--- src/hw/rtl/hrbt_pkg.sv ---
// Shared types, codes and byte-classification functions of the HTTP request byte tokenizer.
// Depends on nothing; the front, queue, back and top-level modules import it.
package hrbt_pkg;

    localparam logic [7:0] CH_CR    = 8'd13;
    localparam logic [7:0] CH_LF    = 8'd10;
    localparam logic [7:0] CH_SP    = 8'h20;
    localparam logic [7:0] CH_QMARK = 8'h3F;
    localparam logic [7:0] CH_AMP   = 8'h26;
    localparam logic [7:0] CH_EQ    = 8'h3D;
    localparam logic [7:0] CH_COLON = 8'h3A;

    localparam int Q_DEPTH = 4;
    localparam int Q_AW    = $clog2(Q_DEPTH);

    typedef enum logic [3:0] {
        PH_METHOD  = 4'd0,
        PH_PATH    = 4'd1,
        PH_QKEY    = 4'd2,
        PH_QVAL    = 4'd3,
        PH_VERSION = 4'd4,
        PH_HNAME   = 4'd5,
        PH_HVLEAD  = 4'd6,
        PH_HVALUE  = 4'd7,
        PH_BODY    = 4'd8,
        PH_ERROR   = 4'd9
    } t_phase;

    typedef enum logic [3:0] {
        K_METHOD  = 4'd0,
        K_PATH    = 4'd1,
        K_QKEY    = 4'd2,
        K_QVAL    = 4'd3,
        K_VERSION = 4'd4,
        K_HNAME   = 4'd5,
        K_HVALUE  = 4'd6,
        K_BODY    = 4'd7,
        K_DELIM   = 4'd8,
        K_DROP    = 4'd9
    } t_kind;

    typedef enum logic [3:0] {
        B_NONE         = 4'd0,
        B_METHOD_END   = 4'd1,
        B_PATH_END     = 4'd2,
        B_QKEY_END     = 4'd3,
        B_PAIR_END     = 4'd4,
        B_REQLINE_END  = 4'd5,
        B_HNAME_END    = 4'd6,
        B_HLINE_END    = 4'd7,
        B_HLINE_DROP   = 4'd8,
        B_HEADERS_END  = 4'd9
    } t_bnd;

    typedef enum logic [1:0] {
        ST_OK         = 2'd0,
        ST_NO_REQLINE = 2'd1,
        ST_NO_METHOD  = 2'd2,
        ST_NO_URI     = 2'd3
    } t_status;

    // One result item.
    typedef struct packed {
        logic [7:0] data;
        t_kind      kind;
        t_bnd       bnd;
        logic       last;
        t_status    status;
    } t_res;

    // Parser context carried from byte to byte.
    typedef struct packed {
        t_phase  phase;
        logic    colon;
        logic    empty;
        t_status err;
    } t_ctx;

    // Everything one input byte produces, if it yields any: one or two results.
    typedef struct packed {
        logic pair;
        t_res first;
        t_res second;
    } t_rec;

    typedef struct packed {
        t_ctx ctx;
        t_res res;
    } t_byte_step;

    typedef struct packed {
        t_ctx ctx;
        t_res cr;
        t_res lf;
    } t_crlf_step;

    localparam t_ctx CTX_RESET = '{phase: PH_METHOD, colon: 1'b0, empty: 1'b1, err: ST_OK};

    function automatic t_res mk_res(logic [7:0] b, t_kind k, t_bnd d);
        t_res r;
        r.data   = b;
        r.kind   = k;
        r.bnd    = d;
        r.last   = 1'b0;
        r.status = ST_OK;
        return r;
    endfunction

    // Classifies one byte that is not part of a CRLF.
    function automatic t_byte_step take_byte(t_ctx c, logic [7:0] b);
        t_byte_step s;
        s.ctx = c;
        s.res = mk_res(b, K_DROP, B_NONE);
        case (c.phase)
            PH_METHOD: begin
                if (b == CH_SP) begin
                    s.ctx.phase = PH_PATH;
                    s.res = mk_res(b, K_DELIM, B_METHOD_END);
                end else begin
                    s.res = mk_res(b, K_METHOD, B_NONE);
                end
            end
            PH_PATH: begin
                if (b == CH_SP) begin
                    s.ctx.phase = PH_VERSION;
                    s.res = mk_res(b, K_DELIM, B_PATH_END);
                end else if (b == CH_QMARK) begin
                    s.ctx.phase = PH_QKEY;
                    s.res = mk_res(b, K_DELIM, B_PATH_END);
                end else begin
                    s.res = mk_res(b, K_PATH, B_NONE);
                end
            end
            PH_QKEY: begin
                if (b == CH_SP) begin
                    s.ctx.phase = PH_VERSION;
                    s.res = mk_res(b, K_DELIM, B_PAIR_END);
                end else if (b == CH_AMP) begin
                    s.res = mk_res(b, K_DELIM, B_PAIR_END);
                end else if (b == CH_EQ) begin
                    s.ctx.phase = PH_QVAL;
                    s.res = mk_res(b, K_DELIM, B_QKEY_END);
                end else begin
                    s.res = mk_res(b, K_QKEY, B_NONE);
                end
            end
            PH_QVAL: begin
                if (b == CH_SP) begin
                    s.ctx.phase = PH_VERSION;
                    s.res = mk_res(b, K_DELIM, B_PAIR_END);
                end else if (b == CH_AMP) begin
                    s.ctx.phase = PH_QKEY;
                    s.res = mk_res(b, K_DELIM, B_PAIR_END);
                end else begin
                    s.res = mk_res(b, K_QVAL, B_NONE);
                end
            end
            PH_VERSION: s.res = mk_res(b, K_VERSION, B_NONE);
            PH_HNAME: begin
                s.ctx.empty = 1'b0;
                if (b == CH_COLON) begin
                    s.ctx.colon = 1'b1;
                    s.ctx.phase = PH_HVLEAD;
                    s.res = mk_res(b, K_DELIM, B_HNAME_END);
                end else begin
                    s.res = mk_res(b, K_HNAME, B_NONE);
                end
            end
            PH_HVLEAD: begin
                if (b == CH_SP) begin
                    s.res = mk_res(b, K_DELIM, B_NONE);
                end else begin
                    s.ctx.phase = PH_HVALUE;
                    s.res = mk_res(b, K_HVALUE, B_NONE);
                end
            end
            PH_HVALUE: s.res = mk_res(b, K_HVALUE, B_NONE);
            PH_BODY:   s.res = mk_res(b, K_BODY, B_NONE);
            default:   s.res = mk_res(b, K_DROP, B_NONE);
        endcase
        return s;
    endfunction

    // Handles a held CR that turned out to be followed by LF.
    function automatic t_crlf_step take_crlf(t_ctx c);
        t_crlf_step s;
        t_bnd       d;
        s.ctx = c;
        d     = B_NONE;
        if (c.phase inside {PH_METHOD, PH_PATH, PH_QKEY, PH_QVAL}) begin
            s.ctx.err   = (c.phase == PH_METHOD) ? ST_NO_METHOD : ST_NO_URI;
            s.ctx.phase = PH_ERROR;
            s.cr = mk_res(CH_CR, K_DROP, B_NONE);
            s.lf = mk_res(CH_LF, K_DROP, B_NONE);
        end else begin
            if (c.phase == PH_VERSION) begin
                d = B_REQLINE_END;
                s.ctx.phase = PH_HNAME;
            end else if (c.colon) begin
                d = B_HLINE_END;
                s.ctx.phase = PH_HNAME;
            end else if (c.empty) begin
                d = B_HEADERS_END;
                s.ctx.phase = PH_BODY;
            end else begin
                d = B_HLINE_DROP;
                s.ctx.phase = PH_HNAME;
            end
            s.ctx.colon = 1'b0;
            s.ctx.empty = 1'b1;
            s.cr = mk_res(CH_CR, K_DELIM, B_NONE);
            s.lf = mk_res(CH_LF, K_DELIM, d);
        end
        return s;
    endfunction

endpackage

--- src/hw/rtl/http_request_byte_tokenizer_unit.sv ---
// Top level of the HTTP request byte tokenizer.
// Depends on hrbt_pkg, hrbt_front, hrbt_queue and hrbt_back.
//
// Usage: raw request bytes enter on the input channel (i_valid, o_stall) with
// i_end_of_data marking the final byte of a request. Each byte is tagged with a
// token kind and, on separators, a boundary code; results leave on the output
// channel (o_valid, i_stall), one per cycle while i_stall is low.
// Throughput: one byte per cycle while o_stall is low. A byte yields zero, one or
// two results: a CR that might start a CRLF is held and yields nothing, and the
// byte after it yields two, or one if it is itself a CR that is held in turn. The
// output register delivers one result per cycle while i_stall is low, so pairs
// are absorbed by the four-record queue. Each result passes through the queue and
// then the output register; a pair's second result follows from that register.
// Stall: when the receiver raises i_stall the output holds; the queue fills and
// o_stall rises once it holds four records. Acceptance never waits on the output
// register directly.
// Reset: i_rst_n is synchronous and active low. It empties the queue and the
// output register and returns the parser to the start of a request. After the
// final byte of each request the parser likewise starts over by itself.
module http_request_byte_tokenizer_unit (
    input  logic       i_clk,
    input  logic       i_rst_n,
    input  logic       i_valid,
    output logic       o_stall,
    input  logic [7:0] i_data_byte,
    input  logic       i_end_of_data,
    output logic       o_valid,
    input  logic       i_stall,
    output logic [7:0] o_out_byte,
    output logic [3:0] o_kind,
    output logic [3:0] o_boundary,
    output logic       o_last_result,
    output logic [1:0] o_status
);
    import hrbt_pkg::*;

    // Front to queue.
    logic push;
    t_rec push_rec;
    logic q_full;
    // Queue to back.
    logic q_not_empty;
    logic pop;
    t_rec pop_rec;
    t_res res;

    hrbt_front u_front (
        .i_clk         (i_clk),
        .i_rst_n       (i_rst_n),
        .i_valid       (i_valid),
        .i_data_byte   (i_data_byte),
        .i_end_of_data (i_end_of_data),
        .i_full        (q_full),
        .o_stall       (o_stall),
        .o_push        (push),
        .o_rec         (push_rec)
    );

    hrbt_queue u_queue (
        .i_clk       (i_clk),
        .i_rst_n     (i_rst_n),
        .i_push      (push),
        .i_rec       (push_rec),
        .i_pop       (pop),
        .o_full      (q_full),
        .o_not_empty (q_not_empty),
        .o_rec       (pop_rec)
    );

    hrbt_back u_back (
        .i_clk       (i_clk),
        .i_rst_n     (i_rst_n),
        .i_not_empty (q_not_empty),
        .i_rec       (pop_rec),
        .o_pop       (pop),
        .i_stall     (i_stall),
        .o_valid     (o_valid),
        .o_res       (res)
    );

    // The result register drives the payload ports field by field.
    assign o_out_byte    = res.data;
    assign o_kind        = res.kind;
    assign o_boundary    = res.bnd;
    assign o_last_result = res.last;
    assign o_status      = res.status;

endmodule

--- src/hw/rtl/hrbt_front.sv ---
// Front part of the tokenizer: accepts input bytes, runs the parser context and
// builds a record of 1-2 results per byte that yields any. Depends on hrbt_pkg.
module hrbt_front (
    input  logic          i_clk,
    input  logic          i_rst_n,
    input  logic          i_valid,
    input  logic [7:0]    i_data_byte,
    input  logic          i_end_of_data,
    input  logic          i_full,
    output logic          o_stall,
    output logic          o_push,
    output hrbt_pkg::t_rec o_rec
);
    import hrbt_pkg::*;

    t_ctx       r_ctx, n_ctx;
    logic       r_held, n_held;
    logic       accept;
    logic       has_res;
    t_byte_step s0, s1, s2;
    t_crlf_step sx;
    t_rec       rec;
    t_status    st;

    assign o_stall = i_full;
    assign accept  = i_valid & ~i_full;

    always_comb begin
        s0 = take_byte(r_ctx, i_data_byte);
        s1 = take_byte(r_ctx, CH_CR);
        s2 = take_byte(s1.ctx, i_data_byte);
        sx = take_crlf(r_ctx);
        n_ctx   = r_ctx;
        n_held  = 1'b0;
        has_res = 1'b1;
        rec.pair   = 1'b0;
        rec.first  = s0.res;
        rec.second = s2.res;
        if (r_held) begin
            if (i_data_byte == CH_LF) begin
                n_ctx      = sx.ctx;
                rec.pair   = 1'b1;
                rec.first  = sx.cr;
                rec.second = sx.lf;
            end else begin
                rec.first = s1.res;
                if (i_data_byte == CH_CR && !i_end_of_data && s1.ctx.phase < PH_BODY) begin
                    n_ctx  = s1.ctx;
                    n_held = 1'b1;
                end else begin
                    n_ctx    = s2.ctx;
                    rec.pair = 1'b1;
                end
            end
        end else if (i_data_byte == CH_CR && !i_end_of_data && r_ctx.phase < PH_BODY) begin
            n_held  = 1'b1;
            has_res = 1'b0;
        end else begin
            n_ctx = s0.ctx;
        end

        // The final byte closes the request: tag its last result and start over.
        if (n_ctx.err != ST_OK) begin
            st = n_ctx.err;
        end else if (n_ctx.phase <= PH_VERSION) begin
            st = ST_NO_REQLINE;
        end else begin
            st = ST_OK;
        end
        if (i_end_of_data) begin
            if (rec.pair) begin
                rec.second.last   = 1'b1;
                rec.second.status = st;
            end else begin
                rec.first.last   = 1'b1;
                rec.first.status = st;
            end
            n_ctx  = CTX_RESET;
            n_held = 1'b0;
        end
    end

    assign o_push = accept & has_res;
    assign o_rec  = rec;

    always_ff @(posedge i_clk) begin
        if (!i_rst_n) begin
            r_ctx  <= CTX_RESET;
            r_held <= 1'b0;
        end else if (accept) begin
            r_ctx  <= n_ctx;
            r_held <= n_held;
        end
    end

endmodule

--- src/hw/rtl/hrbt_queue.sv ---
// Short record queue between the front and back parts of the tokenizer.
// Depends on hrbt_pkg for the record type and depth.
module hrbt_queue (
    input  logic           i_clk,
    input  logic           i_rst_n,
    input  logic           i_push,
    input  hrbt_pkg::t_rec i_rec,
    input  logic           i_pop,
    output logic           o_full,
    output logic           o_not_empty,
    output hrbt_pkg::t_rec o_rec
);
    import hrbt_pkg::*;

    t_rec            r_mem [Q_DEPTH];
    logic [Q_AW-1:0] r_wr, r_rd;
    logic [Q_AW:0]   r_cnt;
    logic            do_pop;

    assign o_full      = (r_cnt == (Q_AW+1)'(Q_DEPTH));
    assign o_not_empty = (r_cnt != '0);
    assign o_rec       = r_mem[r_rd];
    assign do_pop      = i_pop & o_not_empty;

    always_ff @(posedge i_clk) begin
        if (i_push) begin
            r_mem[r_wr] <= i_rec;
        end
    end

    always_ff @(posedge i_clk) begin
        if (!i_rst_n) begin
            r_wr  <= '0;
            r_rd  <= '0;
            r_cnt <= '0;
        end else begin
            if (i_push) begin
                r_wr <= r_wr + 1'b1;
            end
            if (do_pop) begin
                r_rd <= r_rd + 1'b1;
            end
            if (i_push && !do_pop) begin
                r_cnt <= r_cnt + 1'b1;
            end else if (!i_push && do_pop) begin
                r_cnt <= r_cnt - 1'b1;
            end
        end
    end

endmodule

--- src/hw/rtl/hrbt_back.sv ---
// Back part of the tokenizer (depends on hrbt_pkg): takes records from the queue
// and delivers their results from an output register, one per unstalled cycle.
module hrbt_back (
    input  logic           i_clk,
    input  logic           i_rst_n,
    input  logic           i_not_empty,
    input  hrbt_pkg::t_rec i_rec,
    output logic           o_pop,
    input  logic           i_stall,
    output logic           o_valid,
    output hrbt_pkg::t_res o_res
);
    import hrbt_pkg::*;

    t_rec r_rec;
    logic r_valid, n_valid;
    logic r_sel, n_sel;
    logic out_take;
    logic done;

    assign out_take = r_valid & ~i_stall;
    // The current record is finished once its only or its second result is taken.
    assign done  = out_take & (r_sel | ~r_rec.pair);
    assign o_pop = i_not_empty & (~r_valid | done);

    always_comb begin
        n_valid = r_valid;
        n_sel   = r_sel;
        if (o_pop) begin
            n_valid = 1'b1;
            n_sel   = 1'b0;
        end else if (done) begin
            n_valid = 1'b0;
            n_sel   = 1'b0;
        end else if (out_take) begin
            n_sel = 1'b1;
        end
    end

    always_ff @(posedge i_clk) begin
        if (!i_rst_n) begin
            r_valid <= 1'b0;
            r_sel   <= 1'b0;
        end else begin
            r_valid <= n_valid;
            r_sel   <= n_sel;
        end
    end

    always_ff @(posedge i_clk) begin
        if (o_pop) begin
            r_rec <= i_rec;
        end
    end

    assign o_valid = r_valid;
    assign o_res   = r_sel ? r_rec.second : r_rec.first;

endmodule
--- config.mk ---
export PLATFORM = sky130hd
export DESIGN_NAME = http_request_byte_tokenizer_unit
export DESIGN_NICKNAME = d
export VERILOG_FILES = /design/src/hw/rtl/hrbt_pkg.sv /design/src/hw/rtl/http_request_byte_tokenizer_unit.sv /design/src/hw/rtl/hrbt_front.sv /design/src/hw/rtl/hrbt_queue.sv /design/src/hw/rtl/hrbt_back.sv
export SDC_FILE = /design/constraint.sdc
export NUM_CORES = 1
export LEC_CHECK = 0
export BUFFER_PORTS_ARGS = -buffer_cell sky130_fd_sc_hd__buf_2
export CAP_MARGIN = 10
export CORE_AREA = 3 3 143 145
export DETAILED_ROUTE_END_ITERATION = 12
export DIE_AREA = 0 0 146 148
export PLACE_DENSITY = 0.7
export SKIP_CTS_REPAIR_TIMING = 1
export SYNTH_ARGS = -nofsm -noshare
export SYNTH_HDL_FRONTEND = slang
export SYNTH_SLANG_ARGS = --single-unit
--- constraint.sdc ---
create_clock -name i_clk -period 3.7 [get_ports i_clk]
set_input_delay 0.74 -clock i_clk [delete_from_list [all_inputs] [get_ports i_clk]]
set_output_delay 0.74 -clock i_clk [all_outputs]
set_load 0.005 [all_outputs]
== Word-level counts from Yosys, hierarchy flattened ==
Memory sizes are Yosys's and may differ from the RTL's. A register that Yosys moved wholly into a read port is not among the register bits.
Index checks and enable logic that the tools add are counted.

* Bits in registers: 18
* Bits in latches: 0
* Memory bits (writable): 156
* Bits in read-only memories: 0
* Logic and storage cells: 160
* Memories: 1

* Add/sub/neg operators: 4
* Multipliers: 0
* Divide/modulo/power cells: 0
* $lt $le $gt $ge: 3
* Eq/ne operators: 28
* Shift operators: 0
* Multiplexer cells: 79
* Bitwise gates (word level): 13
* Reductions and logical operators: 22

{| class="wikitable"
|+ Memory list
! name !! words !! bits a word !! read ports !! clocked after Yosys merged registers in !! write ports !! line !! RTL
|-
| u_queue.r_mem || 4 || 39 || 1 || 1 || 1 || hrbt_queue.sv:15 || <nowiki>t_rec r_mem [Q_DEPTH];</nowiki>
|}

{| class="wikitable"
|+ Operator list
! operator !! number
|-
| case mux 11 bit (9 select lines) || 2
|-
| two-way mux 11 bit || 10
|-
| two-way mux 4 bit || 25
|-
| case mux 11 bit (8 select lines) || 1
|-
| case mux 4 bit (6 select lines) || 2
|-
| == test 8 x 6 -> 1 bit (second input constant) || 5
|-
| two-way mux 8 bit || 5
|-
| two-way mux 39 bit || 1
|-
| two-way mux 19 bit || 2
|-
| == test 4 x 3 -> 1 bit (second input constant) || 8
|-
| two-way mux 27 bit || 1
|-
| two-way mux 20 bit || 1
|-
| two-way mux 3 bit || 6
|-
| == test 4 x 2 -> 1 bit (second input constant) || 4
|-
| == test 8 x 4 -> 1 bit (second input constant) || 2
|-
| two-way mux 1 bit || 16
|-
| != test 4 bit (second input constant) || 3
|-
| nonzero test 3 bit || 4
|-
| two-way mux 2 bit || 5
|-
| two-way mux 5 bit || 2
|-
| == test 4 x 1 -> 1 bit (second input constant) || 2
|-
| == test 4 bit (second input constant) || 2
|-
| zero test 4 bit || 2
|-
| < comparator 4 bit (second input constant) || 2
|-
| 17 further kinds || 36
|}

== Longest topological paths before layout ==
Gate-level depths: netlist of the first run.

* Depth after elaboration: 14
* Depth in mapped cells: 11
* Gate-level depth less buffers: 10

== Hierarchy ==
From an unflattened synthesis of the first run, not the netlist that was laid out.

* Cell total of the unflattened synthesis: 522
* Area, all modules: 8934.8 um2

{| class="wikitable"
|+ By module, submodules not included
! module !! times used !! cells an instance !! area each (um2) !! seq. area each (um2)
|-
| hrbt_queue || 1 || 246 || 6078.3 || 4864.7
|-
| hrbt_back || 1 || 72 || 1514.0 || 1211.2
|-
| hrbt_front || 1 || 204 || 1342.5 || 180.2
|}

== Least setup slack after synthesis of the first run ==
Ideal clock, no wire load.

* Path type: input-to-reg
* From: in i_data_byte[3]
* To: mem u_queue.r_mem[0][0] (netlist name), enable pin
* Data arrival time: 2.514 ns
* Required time: 3.301 ns
* Path slack: 0.787 ns
* Cell stages on the path: 5
* Buffers on the path: 0
* Path through: and3_1 -> nand3_1 -> nor2_1 -> a21oi_1 -> and2_1

* Longest elaborated chain between the ends: 8

{| class="wikitable"
|+ RTL lines
! element !! line !! RTL
|-
| start: declaration || http_request_byte_tokenizer_unit.sv:25 || <nowiki>input logic [7:0] i_data_byte,</nowiki>
|-
| == test 8 x 4 -> 1 bit || hrbt_front.sv:55 || <nowiki>end else if (i_data_byte == CH_CR && !i_end_of_data && r_ctx.phase < PH_BODY) begin</nowiki>
|-
| logical AND 1 bit (2 in series) || hrbt_front.sv:55 ||
|-
| two-way mux 1 bit || hrbt_front.sv:55 ||
|-
| two-way mux 1 bit || hrbt_front.sv:39 || <nowiki>if (r_held) begin</nowiki>
|-
| bitwise AND 1 bit || hrbt_front.sv:83 || <nowiki>assign o_push = accept & has_res;</nowiki>
|-
| net push || http_request_byte_tokenizer_unit.sv:38 || <nowiki>logic push;</nowiki>
|-
| two-way mux 1 bit || hrbt_queue.sv:26 || <nowiki>if (i_push) begin</nowiki>
|-
| two-way mux 1 bit (not written as such) || hrbt_queue.sv:27 || <nowiki>r_mem[r_wr] <= i_rec;</nowiki>
|-
| end: declaration || hrbt_queue.sv:15 ||
|}

The timed path passes the listed nets, and every way through them passes these cells.

==> summary.log, run 1 <==
[run_status] outcome complete, no violations
[detailed_routing] Iteration-0 DRC Markers 293
[timing] max-slew violation count 0
[timing] endpoints failing setup 0
[min_path] kind of path behind the tightest hold check register to register
[final_layout] total area of multi-input combinational cells 2350 µm²
[job] max-cap viol count 0
[floorplanning] width of the die 146 µm
[detailed_routing] Total Routed Length 16600 µm
[cts] total number of H-tree levels 1
[synth] number of warnings issued by yosys 0
[floorplanning] die area 21600 µm²
[final_layout] footprint of the flip-flops and latches 6070 µm²
[timing] setup tns final 0 ps
[grt] largest net degree at the start of global routing 39
[pwr] Max IR drop VDD 0.359 mV
[final_layout] Ant. Diodes 0
[synth] async set-or-reset flop fraction in the synthesized netlist 0%
[pwr] reported leakage power 3.36 nW
[timing] transition time at the pin with the least slew margin 756 ps
[placed_design] RD Place Congestion 0.888
[timing] RSZ-0062 raised after global routing false
[cts] CTS root buffer sky130_fd_sc_hd__clkbuf_16
[grt] wire length of the first global-routing pass 26900 µm
[timing] worst relative slew slack 48.9%
[final_layout] Layout Area Growth over Synthesis 13.4%
[synth] most common flop cell mapped by yosys sky130_fd_sc_hd__edfxtp_1
[cts] clock latency reported for the late side of the worst-skew pair 480 ps
[cts] CTS tree yes
[detailed_routing] detail-routed via count per cell 5.56
[critical_path] element type at the critical path end register
[final_layout] number of inserted filler cells in the final layout 1576
[floorplanning] starting density of the core 44.6%
[final_layout] number of nets in the layout 577
[synth] cell type contributing the most total cell area after synthesis sky130_fd_sc_hd__edfxtp_1
[pwr] net switching share of the total power 24.4%
[timing] worst setup margin 810 ps
[placed_design] worst setup timing slack at the placement stage 374 ps
[synth] share of the synthesized area in the top cell type 66.2%
[synth] FF+latch count, synth 208
[critical_path] delay of the slowest cell on the worst path 590 ps
[critical_path] worst setup path category primary input to register
[detailed_routing] number of DRC violations after detailed routing 0
[pwr] register share of total power 50.2%
[pwr] overall power 0.00654 W
[detailed_routing] Routed Antenna Nets 0
[critical_path] crit path cell chain buf_2 -> or4_1 -> or2_0 -> a311oi_1 -> nor4b_1 -> o31ai_1 -> a21oi_1
[final_layout] leading cell types in the layout, fill and taps excluded sky130_fd_sc_hd__edfxtp_1, sky130_fd_sc_hd__nor2_1, sky130_fd_sc_hd__mux4_2
[critical_path] CP max FO 9
[cts] clock transition time at the flip-flop clock pins of the worst setup and hold paths 60 ps
[critical_path] length in cells of the worst reg-to-reg path 6
[min_path] worst hold path depth 1
[final_layout] share of post-route cells with drive strength above 1 26.0%
[synth] Cells after Synth 523
[timing] crit share post-route 78.1%
[timing] worst clock skew 7.03 ps
[floorplanning] total number of placement rows 51
[final_layout] filler-free cell count of the finished design 837
[detailed_routing] number of vias in the routed layout 4654
[floorplanning] vertical die dimension 148 µm
[timing] achievable clock frequency 0.346 GHz
[placed_design] total of buffers placed on input and output ports 33
[critical_path] crit path launch type primary input
[grt] via count of the first global-routing pass 4964
[synth] number of unique standard cell types used by synthesis 63
[critical_path] data arrival time of the critical path 3160 ps
[cts] number of buffers between clock root and the deepest sink 3
[pwr] internal power of the cells 0.00494 W
[detailed_routing] average wire per cell in the routed design 19.8 µm
[timing] post-route minimum period 2890 ps
[synth] number of enable flip-flop cells after synthesis 190
[final_layout] commonest non-fill, non-tap cell in the layout sky130_fd_sc_hd__edfxtp_1
[detailed_routing] first-pass iteration count of the detailed router 4
[pwr] clock power share 31.6%
[critical_path] critical path's slowest cell sky130_fd_sc_hd__or4_1
[grt] number of antenna violations at the first check in global routing 0
[synth] area of the mapped netlist 8620 µm²
[floorplanning] Core Area 19300 µm²
[synth] leading post-synthesis cells by cell area sky130_fd_sc_hd__edfxtp_1, sky130_fd_sc_hd__mux4_2, sky130_fd_sc_hd__dfxtp_1
[synth] synthesized area per cell 16.5 µm²
[pwr] proportion of power drawn by combinational gates 18.2%
[critical_path] required time worst endpoint 3970 ps
[floorplanning] count of boundary I/O pins 34
[grt] global route overflow 0
[grt] GR Util All Layers 15.6%
[pwr] areal power density over the cells 669 nW/µm²
[timing] number of hold violations in the final report 0
[pwr] switching power 0.00160 W
[placed_design] cell count after placement 800
[placed_design] post-detail-place hpwl 10400 µm
[synth] synthesized net count 542
[cts] total clock sinks 208
[synth] register area share after synthesis 70.4%
[cts] cts bufs inserted 21
==> worst max-delay path: cells and delay by family <==
kind | cells | cell delay, ps
AO/OA/AOI/OAI | 3 | 900
AND/OR/NAND/NOR | 3 | 1370
buffers and inverters | 1 | 160
==> cells by family (layout without fill, tap and decap cells) <==
| family | after synthesis | after routing | share of synthesized area (%) |
|---|---|---|---|
| DFF | 208 | 208 | 70.4 |
| and+or+nand+nor | 126 | 126 | 7.68 |
| AOI/OAI and AO/OA | 66 | 66 | 5.32 |
| muxes | 60 | 60 | 12.8 |
| buffers and inverters | 51 | 100 | 2.27 |
| adders and majority gates | 6 | 6 | 0.958 |
| xor gates and xnor gates | 6 | 6 | 0.610 |
==> per-layer routing <==
| metal | share of wire [%] | global-route usage [%] |
|---|---|---|
| met4 | 1.8 | 4.42 |
| met3 | 4.2 | 1.78 |
| met1 | 42 | 20.4 |
| met2 | 52 | 27.8 |
| met5 | 0 | 0 |
==> final timing paths <==
check             slack (ps)             start                   to
setup reg to reg         990  u_front.r_ctx[6]  u_queue.r_mem[2][0]
hold reg to reg          510  u_front.r_ctx[2]     u_front.r_ctx[2]
setup / recovery         810    i_data_byte[7]  u_queue.r_mem[2][0]
hold / removal           510  u_front.r_ctx[2]     u_front.r_ctx[2]
==> state kept, by name, summed over array words and instances, names as in the netlist <==
signal          cells
u_queue.r_wr        2
u_front.r_held      1
u_back.r_sel        1
u_front.r_ctx       8
u_queue.r_cnt       3
u_back.o_valid      1
u_queue.r_rd        2
u_queue.r_mem     152
u_back.r_rec       38
==> per-stage QoR <==
stage               area, µm²  util (%)  hold slack [ps]
finish                   9770      50.5              513
global route             9770      50.5              521
detailed placement       9090      47.0              493
floorplan                8620         -              443
global placement         9090      47.0              475
CTS                      9770      50.5              507
==> power groups by stage <==
stage          sequential, W  clock (W)  combinational, W
5_1_grt              0.00333    0.00222           0.00131
3_3_place_gp         0.00332          0           0.00120
2_1_floorplan        0.00323          0          0.000871
4_1_cts              0.00329    0.00211           0.00123
6_report             0.00328    0.00206           0.00119
3_5_place_dp         0.00334          0           0.00122
==> cell type report <==
type	instances	area share, %
inverters	14	0.538
well taps	265	3.39
multi-input cells	264	24.1
repair buffers	49	2.92
flip-flops and latches	208	62.1
clock buffers	24	5.50
clock inverters	13	1.42
==> cells in the mapped netlist (3+ instances only) <==
cell type	instances
sky130_fd_sc_hd__buf_2	3
sky130_fd_sc_hd__nor2b_1	7
sky130_fd_sc_hd__dfxtp_1	18
sky130_fd_sc_hd__nor2_1	38
sky130_fd_sc_hd__inv_1	14
sky130_fd_sc_hd__clkbuf_1	27
sky130_fd_sc_hd__nor3_1	3
sky130_fd_sc_hd__or2_2	6
sky130_fd_sc_hd__and2_1	7
sky130_fd_sc_hd__nand4_1	3
sky130_fd_sc_hd__ha_1	5
sky130_fd_sc_hd__a31oi_1	6
sky130_fd_sc_hd__nand2_1	25
sky130_fd_sc_hd__mux4_2	38
sky130_fd_sc_hd__mux2i_1	3
sky130_fd_sc_hd__xor2_1	4
sky130_fd_sc_hd__nand3_1	9
sky130_fd_sc_hd__mux2_2	19
sky130_fd_sc_hd__a21oi_1	14
sky130_fd_sc_hd__edfxtp_1	190
sky130_fd_sc_hd__buf_1	7
sky130_fd_sc_hd__and3_1	3
sky130_fd_sc_hd__o21ai_0	12
sky130_fd_sc_hd__or3_1	4
sky130_fd_sc_hd__a22oi_1	3
sky130_fd_sc_hd__a21o_1	4
sky130_fd_sc_hd__nand2b_1	5
sky130_fd_sc_hd__nor4bb_1	3
Note: power is estimated with default switching activity, not from simulation.
==> run 2, diff against run 1 <==
--- a/config.mk
+++ b/config.mk
@@ -5,12 +5,13 @@
 export SDC_FILE = /design/constraint.sdc
 export NUM_CORES = 1
 export LEC_CHECK = 0
+export ABC_AREA = 1
 export BUFFER_PORTS_ARGS = -buffer_cell sky130_fd_sc_hd__buf_2
 export CAP_MARGIN = 10
-export CORE_AREA = 3 3 143 145
+export CORE_AREA = 3 3 144 146
 export DETAILED_ROUTE_END_ITERATION = 12
-export DIE_AREA = 0 0 146 148
-export PLACE_DENSITY = 0.7
+export DIE_AREA = 0 0 147 149
+export PLACE_DENSITY = 0.71
 export SKIP_CTS_REPAIR_TIMING = 1
 export SYNTH_ARGS = -nofsm -noshare
 export SYNTH_HDL_FRONTEND = slang
==> constraint.sdc (replaced) <==
create_clock -name i_clk -period 3 [get_ports i_clk]
set_input_delay 0.6 -clock i_clk [delete_from_list [all_inputs] [get_ports i_clk]]
set_output_delay 0.6 -clock i_clk [all_outputs]
set_load 0.005 [all_outputs]
==> run 2 against run 1 <==
  * Flip-flop and latch count did not move
  * Die area rose by 1.4%
  * Highest routed layer unchanged
  * Wire length rose by 12%
  * Via count rose by 22%
  * Clock power rose by 27%
  * Worst hold slack got worse by 140 ps
  * Cell area rose by 2.3%
  * Synthesized cell count rose by 48%
  * Sequential share of layout area fell by 1.4 points
  * Cell count rose by 30%
  * Setup slack got worse by 31 ps
==> summary.log, run 2 <==
[run_status] outcome complete, no violations
[critical_path] CP max FO 11
[detailed_routing] Iteration-0 DRC Markers 498
[timing] worst setup margin 779 ps
[final_layout] leading cell types in the layout, fill and taps excluded sky130_fd_sc_hd__edfxtp_1, sky130_fd_sc_hd__nand2_1, sky130_fd_sc_hd__nor2_1
[pwr] internal power of the cells 0.00615 W
[critical_path] length in cells of the worst reg-to-reg path 12
[floorplanning] width of the die 147 µm
[critical_path] number of cells on the critical path 12
[synth] most numerous cell in the Yosys netlist sky130_fd_sc_hd__edfxtp_1
[synth] most instantiated cells after synthesis sky130_fd_sc_hd__edfxtp_1, sky130_fd_sc_hd__nand2_1, sky130_fd_sc_hd__nor2_1
[detailed_routing] average wire per cell in the routed design 17.0 µm
[detailed_routing] Total Routed Length 18500 µm
[critical_path] element type at the critical path end register
[timing] endpoints failing setup 0
[critical_path] critical path's top delay family simple AND/OR/NAND/NOR gates
[critical_path] data arrival time of the critical path 2500 ps
[timing] RSZ-0062 raised after global routing false
[timing] achievable clock frequency 0.450 GHz
[critical_path] critical path's slowest cell sky130_fd_sc_hd__dfxtp_1
[grt] number of antenna violations at the first check in global routing 0
[final_layout] number of nets in the layout 828
[synth] async set-or-reset flop fraction in the synthesized netlist 0%
[final_layout] commonest non-fill, non-tap cell in the layout sky130_fd_sc_hd__edfxtp_1
[placed_design] worst setup timing slack at the placement stage 536 ps
[synth] number of unique standard cell types used by synthesis 35
[floorplanning] total number of placement rows 51
[critical_path] crit path cell chain nor2_4 -> inv_2 -> nor2_1 -> nand3_1 -> nand3_1 -> a21oi_1 -> nand2_1 -> nand3_2 -> nand2_1 -> nand2_1 -> nand2_1 -> a21oi_1
[final_layout] post-route standard cell area excluding fillers 9990 µm²
[detailed_routing] number of vias in the routed layout 5675
[synth] most common flop cell mapped by yosys sky130_fd_sc_hd__edfxtp_1
[synth] number of enable flip-flop cells after synthesis 190
[pwr] clock power share 30.1%
[cts] clock latency reported for the late side of the worst-skew pair 490 ps
[critical_path] Most common cell on crit path sky130_fd_sc_hd__nand2_1
[grt] GR Util All Layers 16.8%
[placed_design] total of buffers placed on input and output ports 33
[timing] setup tns final 0 ps
[final_layout] Layout Area Growth over Synthesis 13.9%
[pwr] net switching share of the total power 29.5%
[floorplanning] Core Area 19500 µm²
[synth] synthesized net count 794
[final_layout] number of inserted filler cells in the final layout 1699
[timing] worst relative slew slack 47.9%
[pwr] register share of total power 46.0%
[grt] via count of the first global-routing pass 5264
[cts] total clock sinks 208
[placed_design] RD Place Congestion 0.945
[pwr] overall power 0.00872 W
[critical_path] required time worst endpoint 3270 ps
[synth] cell type contributing the most total cell area after synthesis sky130_fd_sc_hd__edfxtp_1
[final_layout] Final Util 51.2%
[placed_design] post-detail-place hpwl 11500 µm
[cts] total number of H-tree levels 1
[critical_path] count of buffering cells on the critical path with inverters included 1
[timing] max-slew violation count 0
[final_layout] share of post-route cells with drive strength above 1 15.9%
[cts] number of buffers between clock root and the deepest sink 3
[pwr] reported leakage power 3.78 nW
[floorplanning] vertical die dimension 149 µm
[floorplanning] starting density of the core 44.9%
[synth] number of warnings issued by yosys 0
[timing] post-route minimum period 2220 ps
[timing] number of hold violations in the final report 0
[final_layout] top flop regs u_queue.r_mem (152), u_back.r_rec (38), u_front.r_ctx (8)
[detailed_routing] first-pass iteration count of the detailed router 5
[timing] worst clock skew 15.6 ps
[cts] cts bufs inserted 21
[critical_path] worst setup path category register to register
[cts] CTS root buffer sky130_fd_sc_hd__clkbuf_16
[final_layout] register containing the most flip-flops in the final layout u_queue.r_mem
[synth] area of the mapped netlist 8780 µm²
[detailed_routing] number of DRC violations after detailed routing 0
[cts] CTS tree yes
[min_path] worst hold path depth 1
[detailed_routing] Routed Antenna Nets 0
[synth] register area share after synthesis 69.1%
[pwr] proportion of power drawn by combinational gates 23.9%
[pwr] Max IR drop VDD 0.697 mV
[detailed_routing] detail-routed via count per cell 5.22
[final_layout] Ant. Diodes 0
[floorplanning] count of boundary I/O pins 34
[grt] wire length of the first global-routing pass 29000 µm
[timing] crit share post-route 74.0%
[min_path] kind of path behind the tightest hold check primary input to register
[critical_path] crit path launch type register
[placed_design] cell area after placement 9290 µm²
[final_layout] Largest register FFs 152
[job] max-cap viol count 0
[pwr] switching power 0.00257 W
[synth] Cells after Synth 775
[timing] transition time at the pin with the least slew margin 781 ps
[pwr] areal power density over the cells 873 nW/µm²
[synth] share of the synthesized area in the top cell type 65.0%
[synth] leading post-synthesis cells by cell area sky130_fd_sc_hd__edfxtp_1, sky130_fd_sc_hd__o21ai_0, sky130_fd_sc_hd__nand2_1
[synth] FF+latch count, synth 208
[floorplanning] die area 21900 µm²
[grt] global route overflow 0
[grt] largest net degree at the start of global routing 78
[cts] clock transition time at the flip-flop clock pins of the worst setup and hold paths 60 ps
[synth] synthesized area per cell 11.3 µm²
[critical_path] delay of the slowest cell on the worst path 560 ps
run 2: cell count changes in the layout (fill, tap and decap cells not counted), moves of 6 or more:
cell                      previous run  this run
sky130_fd_sc_hd__nor2_4              0        13
sky130_fd_sc_hd__nor2b_1             7         0
sky130_fd_sc_hd__inv_1              14        43
sky130_fd_sc_hd__nor2_1             38       110
sky130_fd_sc_hd__inv_2               0        17
sky130_fd_sc_hd__o21ai_0            12        97
sky130_fd_sc_hd__o22ai_1             2        39
sky130_fd_sc_hd__a21oi_1            14        25
sky130_fd_sc_hd__mux4_2             38         0
sky130_fd_sc_hd__and2_1              7         0
sky130_fd_sc_hd__nand2_1            25       127
sky130_fd_sc_hd__mux2_2             19         0
sky130_fd_sc_hd__or2_2               6         0
run 2: worst register-to-register path: cells and delay by family (launching register included):
family	cells	cell delay (ps)
AOI/OAI and AO/OA	2	400
buffers and inverters	1	250
DFF	1	560
and+or+nand+nor	9	800
run 2: worst paths after layout:
path | from | endpoint | slack [ps]
setup / recovery | u_front.r_ctx[7] | u_queue.r_mem[1][19] | 780
hold / removal | i_data_byte[0] | u_queue.r_mem[1][11] | 370
setup reg to reg | u_front.r_ctx[7] | u_queue.r_mem[1][19] | 780
hold reg to reg | u_front.r_ctx[1] | u_front.r_ctx[1] | 470
run 2: power by group through the flow:
stage          Clock, W  Combinational, W  Sequential (W)
3_3_place_gp          0           0.00209         0.00406
5_1_grt         0.00283           0.00236         0.00405
4_1_cts         0.00268           0.00213         0.00401
6_report        0.00262           0.00209         0.00401
3_5_place_dp          0           0.00212         0.00407
2_1_floorplan         0           0.00132         0.00406
run 2: kinds of logic (layout without fill, tap and decap cells):
kind of cell,count (synthesis),count (layout),share of synthesized area (%)
AO/OA/AOI/OAI,175,175,10.9
adder cells (fa/ha/maj),6,6,0.941
buffers and inverters,104,152,4.65
flip-flops,208,208,69.1
AND/OR/NAND/NOR,282,282,14.3
run 2: metal layers:
| metal | GRT usage, % | vias to the layer above | routed length [µm] |
|---|---|---|---|
| li1 | - | 2775 | - |
| met1 | 23.7 | 2695 | 8230 |
| met2 | 27.7 | 170 | 8940 |
| met3 | 2.40 | 35 | 939 |
| met4 | 4.29 | 0 | 416 |
| met5 | 0 | - | 0 |
run 2: per-stage QoR:
| step | hold slack, ps | cells |
|---|---|---|
| 6_report | 373 | 1088 |
| 5_1_grt | 365 | 1088 |
| 4_1_cts | 353 | 1088 |
| 3_5_place_dp | 457 | 1051 |
| 3_3_place_gp | 450 | 1051 |
| 2_1_floorplan | 434 | 775 |
run 2: cell type report:
class	count	area, µm²	area share [%]
inverter	63	239	2.39
sequential	208	6070	60.7
multi-input combinational	463	2330	23.3
clock buffer	30	591	5.91
tap	265	332	3.32
timing repair buffer	52	320	3.21
clock inverter	7	111	1.11
